$ cat src/rtl/bb4c_pkg.sv
// Types, constants and helpers shared by the 4x4 clamped box blur.
// No dependencies; used by every rtl file via scoped names.
`default_nettype none
package bb4c_pkg;

  localparam int MAX_WIDTH_DEF  = 1024;
  localparam int MAX_HEIGHT_DEF = 1024;
  localparam int QUEUE_DEPTH    = 4;

  localparam int CFG_W     = 11;
  localparam int CFG_IDX_W = 1;
  localparam int COORD_W   = 10;
  localparam int CH_W      = 16;
  localparam int CSUM_W    = 18;
  localparam int HSUM_W    = 20;

  localparam logic [CFG_IDX_W-1:0] REG_IMAGE_WIDTH  = 1'b0;
  localparam logic [CFG_IDX_W-1:0] REG_IMAGE_HEIGHT = 1'b1;

  localparam logic [CFG_W-1:0] IMAGE_WIDTH_RST  = 11'd640;
  localparam logic [CFG_W-1:0] IMAGE_HEIGHT_RST = 11'd480;

  localparam logic [1:0] SLOT0 = 2'd0;
  localparam logic [1:0] SLOT1 = 2'd1;
  localparam logic [1:0] SLOT2 = 2'd2;

  typedef struct packed {
    logic [CH_W-1:0] red_in;
    logic [CH_W-1:0] green_in;
    logic [CH_W-1:0] blue_in;
  } pix_in_t;

  typedef struct packed {
    logic [CH_W-1:0]    red_out;
    logic [CH_W-1:0]    green_out;
    logic [CH_W-1:0]    blue_out;
    logic [COORD_W-1:0] out_col;
    logic [COORD_W-1:0] out_row;
    logic               run_last;
  } res_t;

  typedef struct packed {
    logic [CH_W-1:0] red;
    logic [CH_W-1:0] green;
    logic [CH_W-1:0] blue;
  } pixel_t;

  typedef struct packed {
    logic [CSUM_W-1:0] red;
    logic [CSUM_W-1:0] green;
    logic [CSUM_W-1:0] blue;
  } colsum_t;

  typedef struct packed {
    logic               has_up;
    logic               last_row;
    logic               has_left;
    logic               last_col;
    logic [COORD_W-1:0] col;
    logic [COORD_W-1:0] row;
  } meta_t;

  typedef struct packed {
    meta_t         meta;
    colsum_t [3:0] up;
    colsum_t [3:0] dn;
  } qent_t;

  typedef struct packed {
    logic full;
    logic empty;
  } qstat_t;

  function automatic logic [1:0] mod3_inc(input logic [1:0] s);
    logic [1:0] r;
    unique case (s)
      SLOT0:   r = SLOT1;
      SLOT1:   r = SLOT2;
      default: r = SLOT0;
    endcase
    return r;
  endfunction

  function automatic colsum_t col_sum4(input pixel_t a, input pixel_t b,
                                       input pixel_t c, input pixel_t d);
    colsum_t s;
    s.red   = CSUM_W'(a.red)   + CSUM_W'(b.red)   + CSUM_W'(c.red)   + CSUM_W'(d.red);
    s.green = CSUM_W'(a.green) + CSUM_W'(b.green) + CSUM_W'(c.green) + CSUM_W'(d.green);
    s.blue  = CSUM_W'(a.blue)  + CSUM_W'(b.blue)  + CSUM_W'(c.blue)  + CSUM_W'(d.blue);
    return s;
  endfunction

endpackage
`default_nettype wire

$ cat src/rtl/bb4c_back.sv
// Result sequencer: walks the one to four outputs of a queue entry, forms the
// horizontal sums and holds the result in the output register. Depends on bb4c_pkg.
`default_nettype none
module bb4c_back (
  input  wire logic             clk,
  input  wire logic             rst,
  input  wire bb4c_pkg::qstat_t qstat,
  input  wire bb4c_pkg::qent_t  pop_data,
  output logic                  pop,
  output logic                  res_valid,
  input  wire logic             res_stall,
  output bb4c_pkg::res_t        res
);

  bb4c_pkg::qent_t work;
  logic            work_valid, row_dn, col_rt;
  logic            can_col, can_row, is_last, emit, load;

  bb4c_pkg::colsum_t [3:0] t;
  logic [bb4c_pkg::HSUM_W-1:0] sr, sg, sb;
  bb4c_pkg::res_t  result;

  assign can_col = !col_rt && work.meta.last_col;
  assign can_row = !row_dn && work.meta.last_row;
  assign is_last = !can_col && !can_row;
  assign emit    = work_valid && (!res_valid || !res_stall);
  assign load    = (!work_valid || (emit && is_last)) && !qstat.empty;
  assign pop     = load;

  // right-edge window repeats the last column
  always_comb begin
    t = row_dn ? work.dn : work.up;
    if (col_rt) begin
      sr = 20'(t[2].red) + 20'(t[1].red) + (20'(t[0].red) << 1);
      sg = 20'(t[2].green) + 20'(t[1].green) + (20'(t[0].green) << 1);
      sb = 20'(t[2].blue) + 20'(t[1].blue) + (20'(t[0].blue) << 1);
    end else begin
      sr = 20'(t[3].red) + 20'(t[2].red) + 20'(t[1].red) + 20'(t[0].red);
      sg = 20'(t[3].green) + 20'(t[2].green) + 20'(t[1].green) + 20'(t[0].green);
      sb = 20'(t[3].blue) + 20'(t[2].blue) + 20'(t[1].blue) + 20'(t[0].blue);
    end
    result.red_out   = sr[bb4c_pkg::HSUM_W-1:4];
    result.green_out = sg[bb4c_pkg::HSUM_W-1:4];
    result.blue_out  = sb[bb4c_pkg::HSUM_W-1:4];
    result.out_col   = col_rt ? work.meta.col : bb4c_pkg::COORD_W'(work.meta.col - 1'b1);
    result.out_row   = row_dn ? work.meta.row : bb4c_pkg::COORD_W'(work.meta.row - 1'b1);
    result.run_last  = is_last;
  end

  always_ff @(posedge clk) begin
    if (rst) begin
      work_valid <= 1'b0;
      res_valid  <= 1'b0;
      row_dn     <= 1'b0;
      col_rt     <= 1'b0;
    end else begin
      if (!res_valid || !res_stall) begin
        res_valid <= emit;
      end
      if (load) begin
        work_valid <= 1'b1;
        row_dn     <= !pop_data.meta.has_up;
        col_rt     <= !pop_data.meta.has_left;
      end else begin
        if (emit && is_last) begin
          work_valid <= 1'b0;
        end
        if (emit && can_col) begin
          col_rt <= 1'b1;
        end else if (emit && can_row) begin
          row_dn <= 1'b1;
          col_rt <= !work.meta.has_left;
        end
      end
    end
  end

  always_ff @(posedge clk) begin
    if (load) begin
      work <= pop_data;
    end
    if (emit) begin
      res <= result;
    end
  end

endmodule
`default_nettype wire

$ cat config.mk
export PLATFORM = sky130hd
export DESIGN_NAME = bb4c_back
export DESIGN_NICKNAME = d
export VERILOG_FILES = /design/src/rtl/bb4c_pkg.sv /design/src/rtl/bb4c_back.sv
export SDC_FILE = /design/constraint.sdc
export NUM_CORES = 1
export LEC_CHECK = 0
export CORE_MARGIN = 2
export CORE_UTILIZATION = 40
export DETAILED_ROUTE_END_ITERATION = 7
export DONT_BUFFER_PORTS = 1
export PLACE_DENSITY_LB_ADDON = 0.15
export SLEW_MARGIN = 0
export SYNTH_ARGS = -nofsm -noshare
export SYNTH_HDL_FRONTEND = slang
export SYNTH_SLANG_ARGS = --single-unit
export TNS_END_PERCENT = 5
$ cat constraint.sdc
create_clock -name clk -period 82.3 [get_ports clk]
set_clock_uncertainty 0.1 [all_clocks]
set_input_delay 16.46 -clock clk [delete_from_list [all_inputs] [get_ports clk]]
set_output_delay 16.46 -clock clk [all_outputs]
set_load 0.02 [all_outputs]
==> metrics.csv <==
stage;metric;value;unit
run_status;outcome;completed;
power_and_ir_drop;peak supply drop;0.0000179;V
critical_path;Arr. time, crit path;17130;ps
route;vias;14200;
route;routed vias/inst;5.07;
yosys;post-synthesis mux area share;8.43;%
critical_path;Crit. End Element;output port;
critical_path;CP Class;in -> out;
floorplan;height of the die;263;um
global_route;gr ovfl total;0;
sta;Final Setup Violations;0;
place;Final GP Congestion;0.839;
yosys;largest family of logic cells by synthesized area;adder cells;
yosys;Mean Syn Cell Area;14.6;um^2
flow_run;Max Cap Violations;0;
layout;share of layout cells above drive strength 1;6.79;%
yosys;#FFs+latches synth;528;
cts;PostCTS Resize Cnt;0;
sta;Min Hold Slack;427;ps
power_and_ir_drop;P_leak;0.0115;uW
power_and_ir_drop;Pwr Total;911;uW
layout;fin nets;2588;
global_route;total track usage;17.6;%
critical_path;Required @ worst endpoint;65740;ps
floorplan;core area;66800;um^2
route;DR WL/cell;21.8;um
layout;fin area;29800;um^2
cts;Worst-Skew Late Latency;600;ps
global_route;vias in the first global route;15000;
cts;TritonCTS Buffers;57;
global_route;global-route wire length before repair;91.8;mm
floorplan;starting density of the core;40.2;%
yosys;synth warn;0;
layout;Non-Filler Instances;2801;
layout;most frequent cells in the layout;edfxtp_1 (524), inv_1 (276), mux2i_1 (209);
critical_path;Critical Path Max Stage Delay;490;ps
route;Iteration-0 DRC Markers;922;
yosys;Synth Area in Compound Gates;5.35;%
cts;Post-CTS Hold Buffers;0;
yosys;XOR/XNOR Fraction of Synth Area;2.05;%
route;Residual DRC;0;
floorplan;die area;69200;um^2
cts;Setup Fix Bufs, Post-CTS;0;
yosys;Async S/R FF share, synth;0;%
floorplan;chip width;263;um
layout;most common cell after layout, fill and taps aside;edfxtp_1;
route;Post-Route WL;61.2;mm
global_route;initial antenna violation count;22;
global_route;largest net degree at the start of global routing;207;
sta;final worst path period share;40.9;%
sta;setup TNS;0;ps
critical_path;CP top delay family;compound AO/OA/AOI/OAI gates;
worst_hold_path;Hold/Removal Path Class;reg -> reg;
critical_path;crit start category;input pin;
sta;minimum clock period;33690;ps
place;Placed Area;27900;um^2
sta;Max-slew headroom;18.2;%
cts;htree depth;2;
yosys;Netlist cell types;66;
place;hpwl dp;47.0;mm
yosys;Synth Area in Simple Gates;4.41;%
floorplan;io pins;532;
sta;max-slew violations;0;
critical_path;worst-path cell chain;nand2_1 > nand2_1 > a21oi_4;
cts;clk sinks;528;
place;# port buffers;0;
yosys;ys flop type;edfxtp_1;
sta;final hold violation count;0;
power_and_ir_drop;PD cells;30.6;nW/um^2
yosys;Synth Area in Adders;16.5;%
yosys;sequential element share of the synthesized area;58.9;%
critical_path;Crit path buffers/inverters;0;
place;placed insts;2681;
yosys;post-synthesis cell area;26900;um^2
critical_path;most frequent CP cell;nand2_1;
cts;root buffer cell;clkbuf_16;
route;Antenna Nets Post-Route;0;
yosys;Post-Syn Nets;2555;
sta;RSZ-0062 raised after global routing;no;
critical_path;highest-delay cell along the critical path;a21oi_4;
cts;clock buffer depth;3;
layout;Layout area overhead;10.8;%
route;drt pass-1 iters;5;
sta;Max Clk Rate;29.7;MHz
critical_path;crit-path max FO;3;
sta;worst slew pin tran;1230;ps
yosys;Synth Instances;1834;
cts;Worst-path clk slew;60;ps
yosys;EDFF count, synth;524;
floorplan;FP Rows;95;
cts;CTS tree;yes;
-- final cells by class --
cell class	instances	area, um^2
multi-input combinational	992	9870
clock buffer	69	1510
clock inverter	37	288
tap	873	1090
sequential	528	15800
timing repair buffer	10	100
fill	5964	37000
inverter	278	1040
antenna	14	35.0
-- path summary, 6_finish.rpt --
path | from | to | slack [ps] | depth (start not counted)
worst max-delay path | res_stall | pop | 48610 | 3
worst max register to register | row_dn$_SDFFE_PP0P_ | res[51]$_DFFE_PP_ | 76610 | 14
worst min-delay path | work_valid$_SDFFE_PP0P_ | work_valid$_SDFFE_PP0P_ | 430 | 2
worst min register to register | work_valid$_SDFFE_PP0P_ | work_valid$_SDFFE_PP0P_ | 430 | 2
-- through the flow --
step	utilization (%)	worst slack [ps]
finish	44.6	48610
global placement	41.8	48550
global route	44.6	48540
floorplan	-	26920
detailed placement	41.8	48570
CTS	44.5	48570
-- power breakdown --
part	switching [uW]	total (uW)	internal (uW)	leakage [uW]
Clock	104	247	143	0.000876
Combinational	168	298	130	0.00553
Sequential	28.9	366	337	0.00507
Total	301	911	610	0.0115
-- per-layer routing --
metal	vias to the layer above	share of wire (%)	global-route usage [%]
li1	6656	-	-
met1	7015	40	21.1
met2	423	50	30.1
met3	100	6.7	5.06
met4	16	2.9	6.80
met5	-	0.18	0
-- cells by family after synthesis --
kind of cell,Yosys count
DFF,528
adders and majority gates,260
buffers and inverters,314
and+or+nand+nor,237
AOI/OAI and AO/OA,208
xor gates and xnor gates,63
muxes,224
-- flip-flops by register name, summed over array words and instances (netlist names) --
| name | cells |
|---|---|
| work_valid | 1 |
| res_valid | 1 |
| row_dn | 1 |
| col_rt | 1 |
| res | 69 |
| work | 455 |
-- cell usage after synthesis, drive strengths merged, types with 7 or more instances --
library cell  count  area, um^2
edfxtp          524       15700
inv             278        1040
mux2i           209        2090
fa              156        3120
ha              104        1300
nand2            55         206
a21oi            54         274
nor2             48         180
o21ai            39         199
xnor2            35         307
nand3            30         150
xor2             28         245
nor3             27         135
or3              24         150
buf              21        86.3
a21o             20         150
clkbuf           15        56.3
mux2             15         173
a211oi           14         110
o21a             14         105
o31ai            13        97.6
a31o              8        70.1
nor2b             8        50.1
and3              7        43.8
-- worst register-to-register path: cells and delay by family, from the launching register on --
family	cells	cell delay, ps
fa+ha+maj	3	1190
buf+inv	2	610
mux	1	660
simple gates	1	310
flops	1	760
compound gates	7	1800
Note: power is estimated with default switching activity, not from simulation.
