### src/rtl/bb4c_pkg.sv
// Types, constants and helpers shared by the 4x4 clamped box blur.
// No dependencies; used by every rtl file via scoped names.
`default_nettype none
package bb4c_pkg;

  localparam int MAX_WIDTH_DEF  = 1024;
  localparam int MAX_HEIGHT_DEF = 1024;
  localparam int QUEUE_DEPTH    = 4;

  localparam int CFG_W     = 11;
  localparam int CFG_IDX_W = 1;
  localparam int COORD_W   = 10;
  localparam int CH_W      = 16;
  localparam int CSUM_W    = 18;
  localparam int HSUM_W    = 20;

  localparam logic [CFG_IDX_W-1:0] REG_IMAGE_WIDTH  = 1'b0;
  localparam logic [CFG_IDX_W-1:0] REG_IMAGE_HEIGHT = 1'b1;

  localparam logic [CFG_W-1:0] IMAGE_WIDTH_RST  = 11'd640;
  localparam logic [CFG_W-1:0] IMAGE_HEIGHT_RST = 11'd480;

  localparam logic [1:0] SLOT0 = 2'd0;
  localparam logic [1:0] SLOT1 = 2'd1;
  localparam logic [1:0] SLOT2 = 2'd2;

  typedef struct packed {
    logic [CH_W-1:0] red_in;
    logic [CH_W-1:0] green_in;
    logic [CH_W-1:0] blue_in;
  } pix_in_t;

  typedef struct packed {
    logic [CH_W-1:0]    red_out;
    logic [CH_W-1:0]    green_out;
    logic [CH_W-1:0]    blue_out;
    logic [COORD_W-1:0] out_col;
    logic [COORD_W-1:0] out_row;
    logic               run_last;
  } res_t;

  typedef struct packed {
    logic [CH_W-1:0] red;
    logic [CH_W-1:0] green;
    logic [CH_W-1:0] blue;
  } pixel_t;

  typedef struct packed {
    logic [CSUM_W-1:0] red;
    logic [CSUM_W-1:0] green;
    logic [CSUM_W-1:0] blue;
  } colsum_t;

  typedef struct packed {
    logic               has_up;
    logic               last_row;
    logic               has_left;
    logic               last_col;
    logic [COORD_W-1:0] col;
    logic [COORD_W-1:0] row;
  } meta_t;

  typedef struct packed {
    meta_t         meta;
    colsum_t [3:0] up;
    colsum_t [3:0] dn;
  } qent_t;

  typedef struct packed {
    logic full;
    logic empty;
  } qstat_t;

  function automatic logic [1:0] mod3_inc(input logic [1:0] s);
    logic [1:0] r;
    unique case (s)
      SLOT0:   r = SLOT1;
      SLOT1:   r = SLOT2;
      default: r = SLOT0;
    endcase
    return r;
  endfunction

  function automatic colsum_t col_sum4(input pixel_t a, input pixel_t b,
                                       input pixel_t c, input pixel_t d);
    colsum_t s;
    s.red   = CSUM_W'(a.red)   + CSUM_W'(b.red)   + CSUM_W'(c.red)   + CSUM_W'(d.red);
    s.green = CSUM_W'(a.green) + CSUM_W'(b.green) + CSUM_W'(c.green) + CSUM_W'(d.green);
    s.blue  = CSUM_W'(a.blue)  + CSUM_W'(b.blue)  + CSUM_W'(c.blue)  + CSUM_W'(d.blue);
    return s;
  endfunction

endpackage
`default_nettype wire

### src/rtl/bb4c_fifo.sv
// Short queue of window entries between front end and result sequencer.
// Depends on bb4c_pkg.
`default_nettype none
module bb4c_fifo (
  input  wire logic             clk,
  input  wire logic             rst,
  input  wire logic             push,
  input  wire bb4c_pkg::qent_t  push_data,
  input  wire logic             pop,
  output bb4c_pkg::qent_t       pop_data,
  output bb4c_pkg::qstat_t      qstat
);

  localparam int PW = $clog2(bb4c_pkg::QUEUE_DEPTH);

  bb4c_pkg::qent_t store [bb4c_pkg::QUEUE_DEPTH];
  logic [PW-1:0]   wr_ptr, rd_ptr;
  logic [PW:0]     count;

  assign qstat.full  = (32'(count) == bb4c_pkg::QUEUE_DEPTH);
  assign qstat.empty = (count == '0);
  assign pop_data    = store[rd_ptr];

  always_ff @(posedge clk) begin
    if (rst) begin
      wr_ptr <= '0;
      rd_ptr <= '0;
      count  <= '0;
    end else begin
      if (push) begin
        wr_ptr <= PW'(wr_ptr + 1'b1);
      end
      if (pop) begin
        rd_ptr <= PW'(rd_ptr + 1'b1);
      end
      if (push && !pop) begin
        count <= count + 1'b1;
      end else if (pop && !push) begin
        count <= count - 1'b1;
      end
    end
  end

  always_ff @(posedge clk) begin
    if (push) begin
      store[wr_ptr] <= push_data;
    end
  end

endmodule
`default_nettype wire

### config.mk
export PLATFORM = sky130hd
export DESIGN_NAME = bb4c_fifo
export DESIGN_NICKNAME = d
export VERILOG_FILES = /design/src/rtl/bb4c_pkg.sv /design/src/rtl/bb4c_fifo.sv
export SDC_FILE = /design/constraint.sdc
export NUM_CORES = 1
export LEC_CHECK = 0
export ABC_CLOCK_PERIOD_IN_PS = 12900
export BUFFER_PORTS_ARGS = -buffer_cell sky130_fd_sc_hd__buf_2
export CORE_ASPECT_RATIO = 0.75
export CORE_MARGIN = 1
export CORE_UTILIZATION = 55
export DETAILED_ROUTE_END_ITERATION = 7
export PLACE_DENSITY_LB_ADDON = 0.12
export SETUP_SLACK_MARGIN = 0.4
export SLEW_MARGIN = 10
export SYNTH_ARGS = -nofsm -noshare
export SYNTH_HDL_FRONTEND = slang
export SYNTH_SLANG_ARGS = --single-unit
### constraint.sdc
create_clock -name clk -period 12.9 [get_ports clk]
set_input_delay 0.645 -clock clk [delete_from_list [all_inputs] [get_ports clk]]
set_output_delay 0.645 -clock clk [all_outputs]
set_load 0.1 [all_outputs]
==> qor_table.md, run 1 <==
| Stage | Metric | Value |
|---|---|---|
| routing | Wire length after detailed routing | 148 mm |
| synth | Top cell type by total area after synthesis | edfxtp_1 |
| synth | Synth unique cells | 23 |
| routing | Routed Antenna Nets | 0 |
| die | Horizontal die dimension | 407 um |
| sta | RSZ-0062 raised after global routing | no |
| sta | Setup TNS | 0 ns |
| place | Buffers added on ports | 917 |
| global route | Total track usage | 23.4% |
| finish | Final core utilization | 65.2% |
| clock network | Clk Latency, worst-skew pair | 0.78 ns |
| clock network | Setup bufs post-CTS | 0 |
| finish | Post-route cell area | 79700 um^2 |
| critical path | Required arrival time at the worst endpoint | 12.26 ns |
| job | Reported max-cap violation count | 0 |
| global route | Pin count of the biggest net entering global routing | 176 |
| critical path | Largest delay contributor family on the critical path | buffers and inverters |
| synth | Synth warn | 0 |
| routing | Detailed Routing Iterations Pass 1 | 5 |
| synth | Mean instance size in the synthesized netlist | 27.9 um^2 |
| synth | Leading post-synthesis cells by cell area | edfxtp_1, mux4_1, mux4_2 |
| power | Cell internal power dissipation | 10.3 mW |
| place | Placer Congestion | 0.794 |
| power | Switching share of total power | 30.0% |
| critical path | Largest incremental delay on the critical path | 1.06 ns |
| clock network | CTS tree | done |
| hold path | Class of the tightest hold or removal check | input port to flip-flop |
| sta | Final hold viol count | 0 |
| routing | Drc violations | 0 |
| die | Starting Density | 55.5% |
| finish | Layout-stage area growth over the synthesis result | 17.5% |
| sta | Max_slew headroom | 19.0% |
| critical path | Critical path's most frequent cell | buf_4 |
| power | Net switching power | 4.40 mW |
| finish | Filler cell count in the final layout | 8000 |
| power | Combinational fraction of design power | 18.7% |
| power | Clk pwr share | 34.1% |
| critical path | Kind of end point of the critical path | output pin |
| synth | Flop and latch count out of synthesis | 1833 |
| sta | Slew of the pin with the lowest slew margin | 1.21 ns |
| sta | Worst setup skew after layout | 0.0187 ns |
| routing | Vias/cell | 5.80 |
| sta | Achievable frequency | 0.192 GHz |
| clock network | Root Buffer Master | clkbuf_16 |
| synth | Portion of the post-synthesis area used by sequential elements | 81.1% |
| power | Share of power burned in registers | 47.2% |
| die | Core footprint | 122000 um^2 |
| critical path | Data arrival time of the worst path | 4.58 ns |
| die | Row Count | 111 |
| global route | Global-route wire length before repair | 210 mm |
| synth | Synthesized instance count | 2426 |
| synth | Post-synth top area share | 80.8% |
| finish | Total area of multi-input combinational cells | 12000 um^2 |
| clock network | Clock sink count | 1833 |
| place | Number of placed cells counting well taps | 4909 |
| place | Area after DPL | 73900 um^2 |
| clock network | Clock Path Buffers | 3 |
| power | Worst vdd rail ir drop | 0.136 mV |
| global route | Via count of the first global-routing pass | 31100 |
| die | Die footprint | 125000 um^2 |
| synth | Synthesized Nets | 2892 |
| routing | Detailed Route Iter0 Violations | 2142 |
| sta | Final min period | 5.22 ns |
| status | Status | complete, no violations |
| sta | Setup Viol. Count Final | 0 |
| global route | Initial antenna violation count | 76 |
| die | Floorplan die height | 306 um |
| global route | Total overflow reported by the global router | 0 |
| sta | Max-slew violation total from the final report | 0 |
| power | Leakage power | 27.4 nW |
| clock network | Total CTS buffers | 170 |
| finish | Combined flip-flop and latch cell area | 55000 um^2 |
| place | Estimated wirelength of the detail-placed design | 92.4 mm |
| critical path | Buffer and inverter count on the worst path | 3 |
| finish | Count of placed standard cells in the final layout, fillers left out | 5261 |
| critical path | CP max stage cell | dfxtp_4 |
| routing | Routed via count | 30500 |
| critical path | Worst Setup Start Kind | flip-flop |
| finish | Number of nets in the layout | 3912 |
| critical path | Max FO, Critical Path | 77 |
| clock network | Clock transition time at the flip-flop clock pins of the worst setup and hold paths | 0.06 ns |
| finish | Layout cell share with drive strength beyond 1 | 35.2% |
| routing | Routed WL per cell | 28.1 um |
| die | Top-level port count | 918 |
| sta | Crit share post-route | 40.5% |
| synth | Post-synthesis cell area | 67800 um^2 |
| critical path | List of cells traversed by the critical path | buf_4 > buf_4 > mux4_1 > buf_2 |
| power | PD cells | 184 nW/um^2 |
| critical path | Crit path kind | flip-flop to output pin |
| clock network | CTS H-tree lvls | 4 |
-- cell families (layout without fill, tap and decap cells) --
logic type | after synthesis | in the layout | synth area share (%)
and+or+nand+nor | 15 | 15 | 0.109
adders and majority gates | 6 | 6 | 0.122
other | 0 | 32 | 0
xor gates and xnor gates | 5 | 5 | 0.0646
muxes | 458 | 458 | 17.4
AOI/OAI and AO/OA | 2 | 2 | 0.0148
DFF | 1833 | 1833 | 81.1
buffers and inverters | 107 | 1272 | 1.26
-- power by group through the flow --
stage               Clock (mW)  Sequential (mW)  Combinational [mW]
finish                    5.00             6.92                2.74
global route              5.30             6.94                2.81
CTS                       5.10             6.92                2.77
detailed placement           0             7.05                2.76
global placement             0             7.03                2.74
floorplan                    0             7.14                2.23
-- Yosys cell counts --
library cell / number
edfxtp_1: 1824
mux4_1: 396
mux4_2: 60
buf_2: 46
buf_6: 45
dfxtp_1: 9
nor2_1: 7
clkbuf_1: 6
buf_8: 5
ha_1: 5
and2_1: 4
inv_1: 4
xor2_1: 3
mux2i_1: 2
xnor2_1: 2
a21oi_1: 1
buf_4: 1
fa_1: 1
nand2_1: 1
nor3_1: 1
nor3b_1: 1
o21ai_0: 1
or3_1: 1
-- flip-flops by register name, summed over array words and instances (netlist names), named ones only --
name / cells
rd_ptr: 2
wr_ptr: 2
count: 3
store: 1824
-- final timing paths --
path | start | end | slack, ns | depth (start not counted)
setup / recovery | flip-flop | pop_data[270] | 7.68 | 4
hold / removal | push_data[83] | store[0][83] | 0.07 | 1
setup reg to reg | wr_ptr[0] | store[2][29] | 8.69 | 6
hold reg to reg | count[2] | count[2] | 0.53 | 2
-- area by class of cell --
type,instances,share of cell area (%)
multi-input combinational,486,15.1
clock buffer,211,5.75
tap,1638,2.57
clock inverter,106,1.28
sequential,1833,69.0
antenna,32,0.101
timing repair buffer,951,6.22
inverter,4,0.0188
-- cell usage in the layout, fill, tap and decap left out --
cell	Yosys	routed
a21oi_1	1	1
and2_4	0	4
buf_12	0	7
buf_16	0	1
buf_2	46	917
buf_4	1	24
bufinv_16	0	19
clkbuf_1	6	33
clkbuf_16	0	178
clkinv_1	0	34
clkinv_2	0	42
clkinv_4	0	1
clkinv_8	0	3
clkinvlp_4	0	4
dfxtp_1	9	7
dfxtp_4	0	2
diode_2	0	32
dlygate4sd3_1	0	2
edfxtp_1	1824	1824
fa_1	1	1
ha_1	5	5
inv_1	4	4
inv_6	0	3
mux2i_1	2	2
mux4_1	396	396
mux4_2	60	60
nand2_1	1	1
nor2_1	7	7
nor3_1	1	1
nor3b_1	1	1
o21ai_0	1	1
or3_1	1	1
xnor2_1	2	2
xor2_1	3	3
-- layer usage --
metal	up-vias	GRT usage, %	share of wire (%)
li1	13100	-	-
met1	16100	27.3	36
met2	981	40.7	53
met3	317	7.49	7.4
met4	40	8.75	3.4
met5	-	0	0.16
-- what timing repair did --
item                       4_1_cts  5_1_grt
gates resized for setup          0        0
setup endpoints to repair        0        0
hold endpoints to repair         8        0
hold buffers                     2        0
-- worst reg2reg max path: stages (launching register included) --
cell	delay, ns
dfxtp_1	0.35
inv_1	0.10
ha_1	0.14
and2_4	0.57
buf_4	0.72
buf_4	0.95
buf_4	0.94
-- through the flow --
stage	setup slack [ns]	power [mW]	hold slack, ns
after floorplan	1.13	9.38	0.466
after global placement	8.34	9.77	0.481
after detailed placement	8.29	9.81	0.520
after CTS	7.43	14.8	0.000136
after global routing	7.36	15.1	0.0204
final	7.68	14.7	0.0706
Note: power is estimated with default switching activity, not from simulation.
==> inputs of run 2 (changes only) <==
Settings changed: ABC_CLOCK_PERIOD_IN_PS 12900 to 4200, CORE_UTILIZATION 55 to 52.
Clock period 12.9 ns to 4.2 ns, I/O delays scaled along.
==> run 2 against run 1 <==
First-iteration DRC count is 8.5% higher. Core utilization is 0.61 points higher. Clock-buffer cell count is 16 higher. Sequential cell count stayed put. Combinational power grew to 3.3 times the previous value. Design area is 6.6% higher. Critical path depth is 1 lower. Critical path type unchanged. Critical endpoint is now pop_data[185].
==> qor_table.md, run 2 (synthesis results as in run 1) <==
| Stage | Metric | Value | Change |
|---|---|---|---|
| power | Worst vdd rail ir drop | 0.487 mV | was 0.136 mV |
| power | Net switching power | 13.7 mW | was 4.40 mW |
| finish | Max reg flops | 1824 | unchanged |
| global route | Pin count of the biggest net entering global routing | 78 | was 176 |
| global route | Initial antenna violation count | 26 | was 76 |
| power | Share of power burned in registers | 46.5% | was 47.2% |
| finish | Most frequent cells in the layout | edfxtp_1, buf_2, dlygate4sd3_1 | was edfxtp_1, buf_2, mux4_1 |
| sta | Slew of the pin with the lowest slew margin | 1.04 ns | was 1.21 ns |
| finish | Filler cell count in the final layout | 8316 | was 8000 |
| die | Top-level port count | 918 | unchanged |
| sta | Crit share post-route | 81.7% |  |
| die | Row Count | 114 | was 111 |
| power | PD cells | 538 nW/um^2 | was 184 nW/um^2 |
| power | Leakage power | 29.5 nW | was 27.4 nW |
| die | Starting Density | 52.5% | was 55.5% |
| sta | RSZ-0062 raised after global routing | no | unchanged |
| clock network | CTS tree | done | unchanged |
| sta | Achievable frequency | 0.291 GHz |  |
| finish | Layout cell share with drive strength beyond 1 | 31.4% | was 35.2% |
| finish | Register ranked first by flip-flop count | store | unchanged |
| power | Switching share of total power | 30.0% | about the same |
| critical path | Largest incremental delay on the critical path | 0.80 ns | was 1.06 ns |
| clock network | Clock transition time at the flip-flop clock pins of the worst setup and hold paths | 0.06 ns | about the same |
| sta | Final min period | 3.43 ns |  |
| critical path | List of cells traversed by the critical path | buf_12 > mux4_1 > buf_2 | was buf_4 > buf_4 > mux4_1 > buf_2 |
| critical path | Kind of end point of the critical path | output pin | unchanged |
| critical path | Required arrival time at the worst endpoint | 3.99 ns | was 12.26 ns |
| routing | Detailed Route Iter0 Violations | 2324 | was 2142 |
| sta | Setup Viol. Count Final | 0 | unchanged |
| global route | Total overflow reported by the global router | 0 | unchanged |
| global route | Global-route wire length before repair | 223 mm | was 210 mm |
| critical path | Worst Setup Start Kind | flip-flop | unchanged |
| hold path | Class of the tightest hold or removal check | input port to flip-flop | unchanged |
| sta | Worst setup skew after layout | 0.0219 ns | was 0.0187 ns |
| status | Status | complete, no violations | unchanged |
| place | Buffers added on ports | 917 | unchanged |
| routing | Wire length after detailed routing | 156 mm | was 148 mm |
| sta | Setup TNS | 0 ns | unchanged |
| place | Number of placed cells counting well taps | 5037 | was 4909 |
| place | Estimated wirelength of the detail-placed design | 97.8 mm | was 92.4 mm |
| power | Combinational fraction of design power | 19.6% | was 18.7% |
| finish | Final core utilization | 65.8% | was 65.2% |
| global route | Total track usage | 23.5% | was 23.4% |
| power | Clk pwr share | 34.0% | was 34.1% |
| sta | Max_slew headroom | 30.9% | was 19.0% |
| finish | Layout-stage area growth over the synthesis result | 25.3% | was 17.5% |
| clock network | Clk Latency, worst-skew pair | 0.81 ns | was 0.78 ns |
| finish | Leading registers by flop count | store: 1824 flops, count: 3 flops | unchanged |
| routing | Routed Antenna Nets | 0 | unchanged |
| routing | Detailed Routing Iterations Pass 1 | 5 | unchanged |
| routing | Drc violations | 0 | unchanged |
| clock network | Clock Path Buffers | 3 | unchanged |
| place | Placer Congestion | 0.792 | was 0.794 |
| sta | Max-slew violation total from the final report | 0 | unchanged |
| finish | Commonest non-fill, non-tap cell in the layout | edfxtp_1 | unchanged |
| routing | Vias/cell | 5.57 | was 5.80 |
| routing | Routed WL per cell | 26.9 um | was 28.1 um |
| sta | Post-Route Hold Slack | 0.143 ns | was 0.0706 ns |
| die | Core footprint | 129000 um^2 | was 122000 um^2 |
| finish | Count of placed standard cells in the final layout, fillers left out | 5826 | was 5261 |
| clock network | Quantity of gates resized following cts | 0 | unchanged |
| clock network | Clock sink count | 1833 | unchanged |
| job | Reported max-cap violation count | 0 | unchanged |
| sta | Final hold viol count | 0 | unchanged |
| die | Horizontal die dimension | 419 um | was 407 um |
| critical path | Data arrival time of the worst path | 3.22 ns | was 4.58 ns |
| finish | Number of nets in the layout | 4395 | was 3912 |
| clock network | CTS H-tree lvls | 4 | unchanged |
| clock network | Root Buffer Master | clkbuf_16 | unchanged |
| power | Cell internal power dissipation | 32.0 mW | was 10.3 mW |
| clock network | Total CTS buffers | 170 | unchanged |
| critical path | CP max stage cell | dfxtp_4 | unchanged |
| critical path | Crit path kind | flip-flop to output pin | unchanged |
| routing | Routed via count | 32500 | was 30500 |
| critical path | Max FO, Critical Path | 75 | was 77 |
| die | Die footprint | 132000 um^2 | was 125000 um^2 |
| die | Floorplan die height | 315 um | was 306 um |
| global route | Via count of the first global-routing pass | 33700 | was 31100 |
==> run 2: cell count changes in the layout (fill, tap and decap cells not counted), moves of 6 or more <==
cell and change:
diode_2 -14, clkinv_2 -18, dlygate4sd3_1 +458, buf_12 +32, clkbuf_1 +13, buf_4 -6
==> run 2: worst paths after layout <==
| path | from | end | slack [ns] | depth (start not counted) |
|---|---|---|---|---|
| min | push_data[120] | store[2][120] | 0.14 | 2 |
| max | flip-flop | pop_data[185] | 0.77 | 3 |
| max reg2reg | wr_ptr[0] | store[3][308] | 1.88 | 3 |
| min reg2reg | count[2] | count[2] | 0.52 | 2 |
==> run 2: stage by stage <==
step / total power, mW / setup WS, ns / area (um^2)
floorplan: 28.5 / 0.0862 / 67800
finish: 45.7 / 0.768 / 84900
CTS: 46.1 / 0.670 / 84900
detailed placement: 30.2 / 1.55 / 74700
global route: 47.0 / 0.624 / 84900
global placement: 30.1 / 1.57 / 74700
==> run 2: metal layers <==
layer,routed length [um],track usage (%),vias up
met2,81500,40.3,1041
met1,57900,27.9,17000
met5,70,0,-
met4,7320,11.4,12
met3,9580,5.91,301
li1,-,-,14100
==> run 2: area by class of cell <==
class,count,area (um^2),share of cell area (%)
clock buffers,227,4680,5.51
multi-input cells,486,12000,14.1
inverters,4,15.0,0.0177
flip-flops and latches,1833,55000,64.7
well taps,1740,2180,2.56
clock inverters,84,932,1.10
diodes,18,45.0,0.0530
repair buffers,1434,10100,11.9
==> run 2: critical path, delay by kind of cell (launching register included) <==
family,cells,cell delay [ns]
muxes,1,0.68
DFF,1,0.80
buffers and inverters,2,0.82
==> run 2: power groups by stage <==
stage                     registers [mW]  clock network, mW  logic, mW
final                               21.2               15.5       8.94
after global routing                21.3               16.5       9.18
after CTS                           21.2               15.8       9.02
after detailed placement            21.6                  0       8.61
after global placement              21.6                  0       8.56
after floorplan                     21.6                  0       6.87
==> run 2: repair_timing <==
item,4_1_cts,5_1_grt
hold endpoints to repair,1833,0
buffers inserted,0,0
endpoints found under the setup margin,0,0
hold buffers,460,0
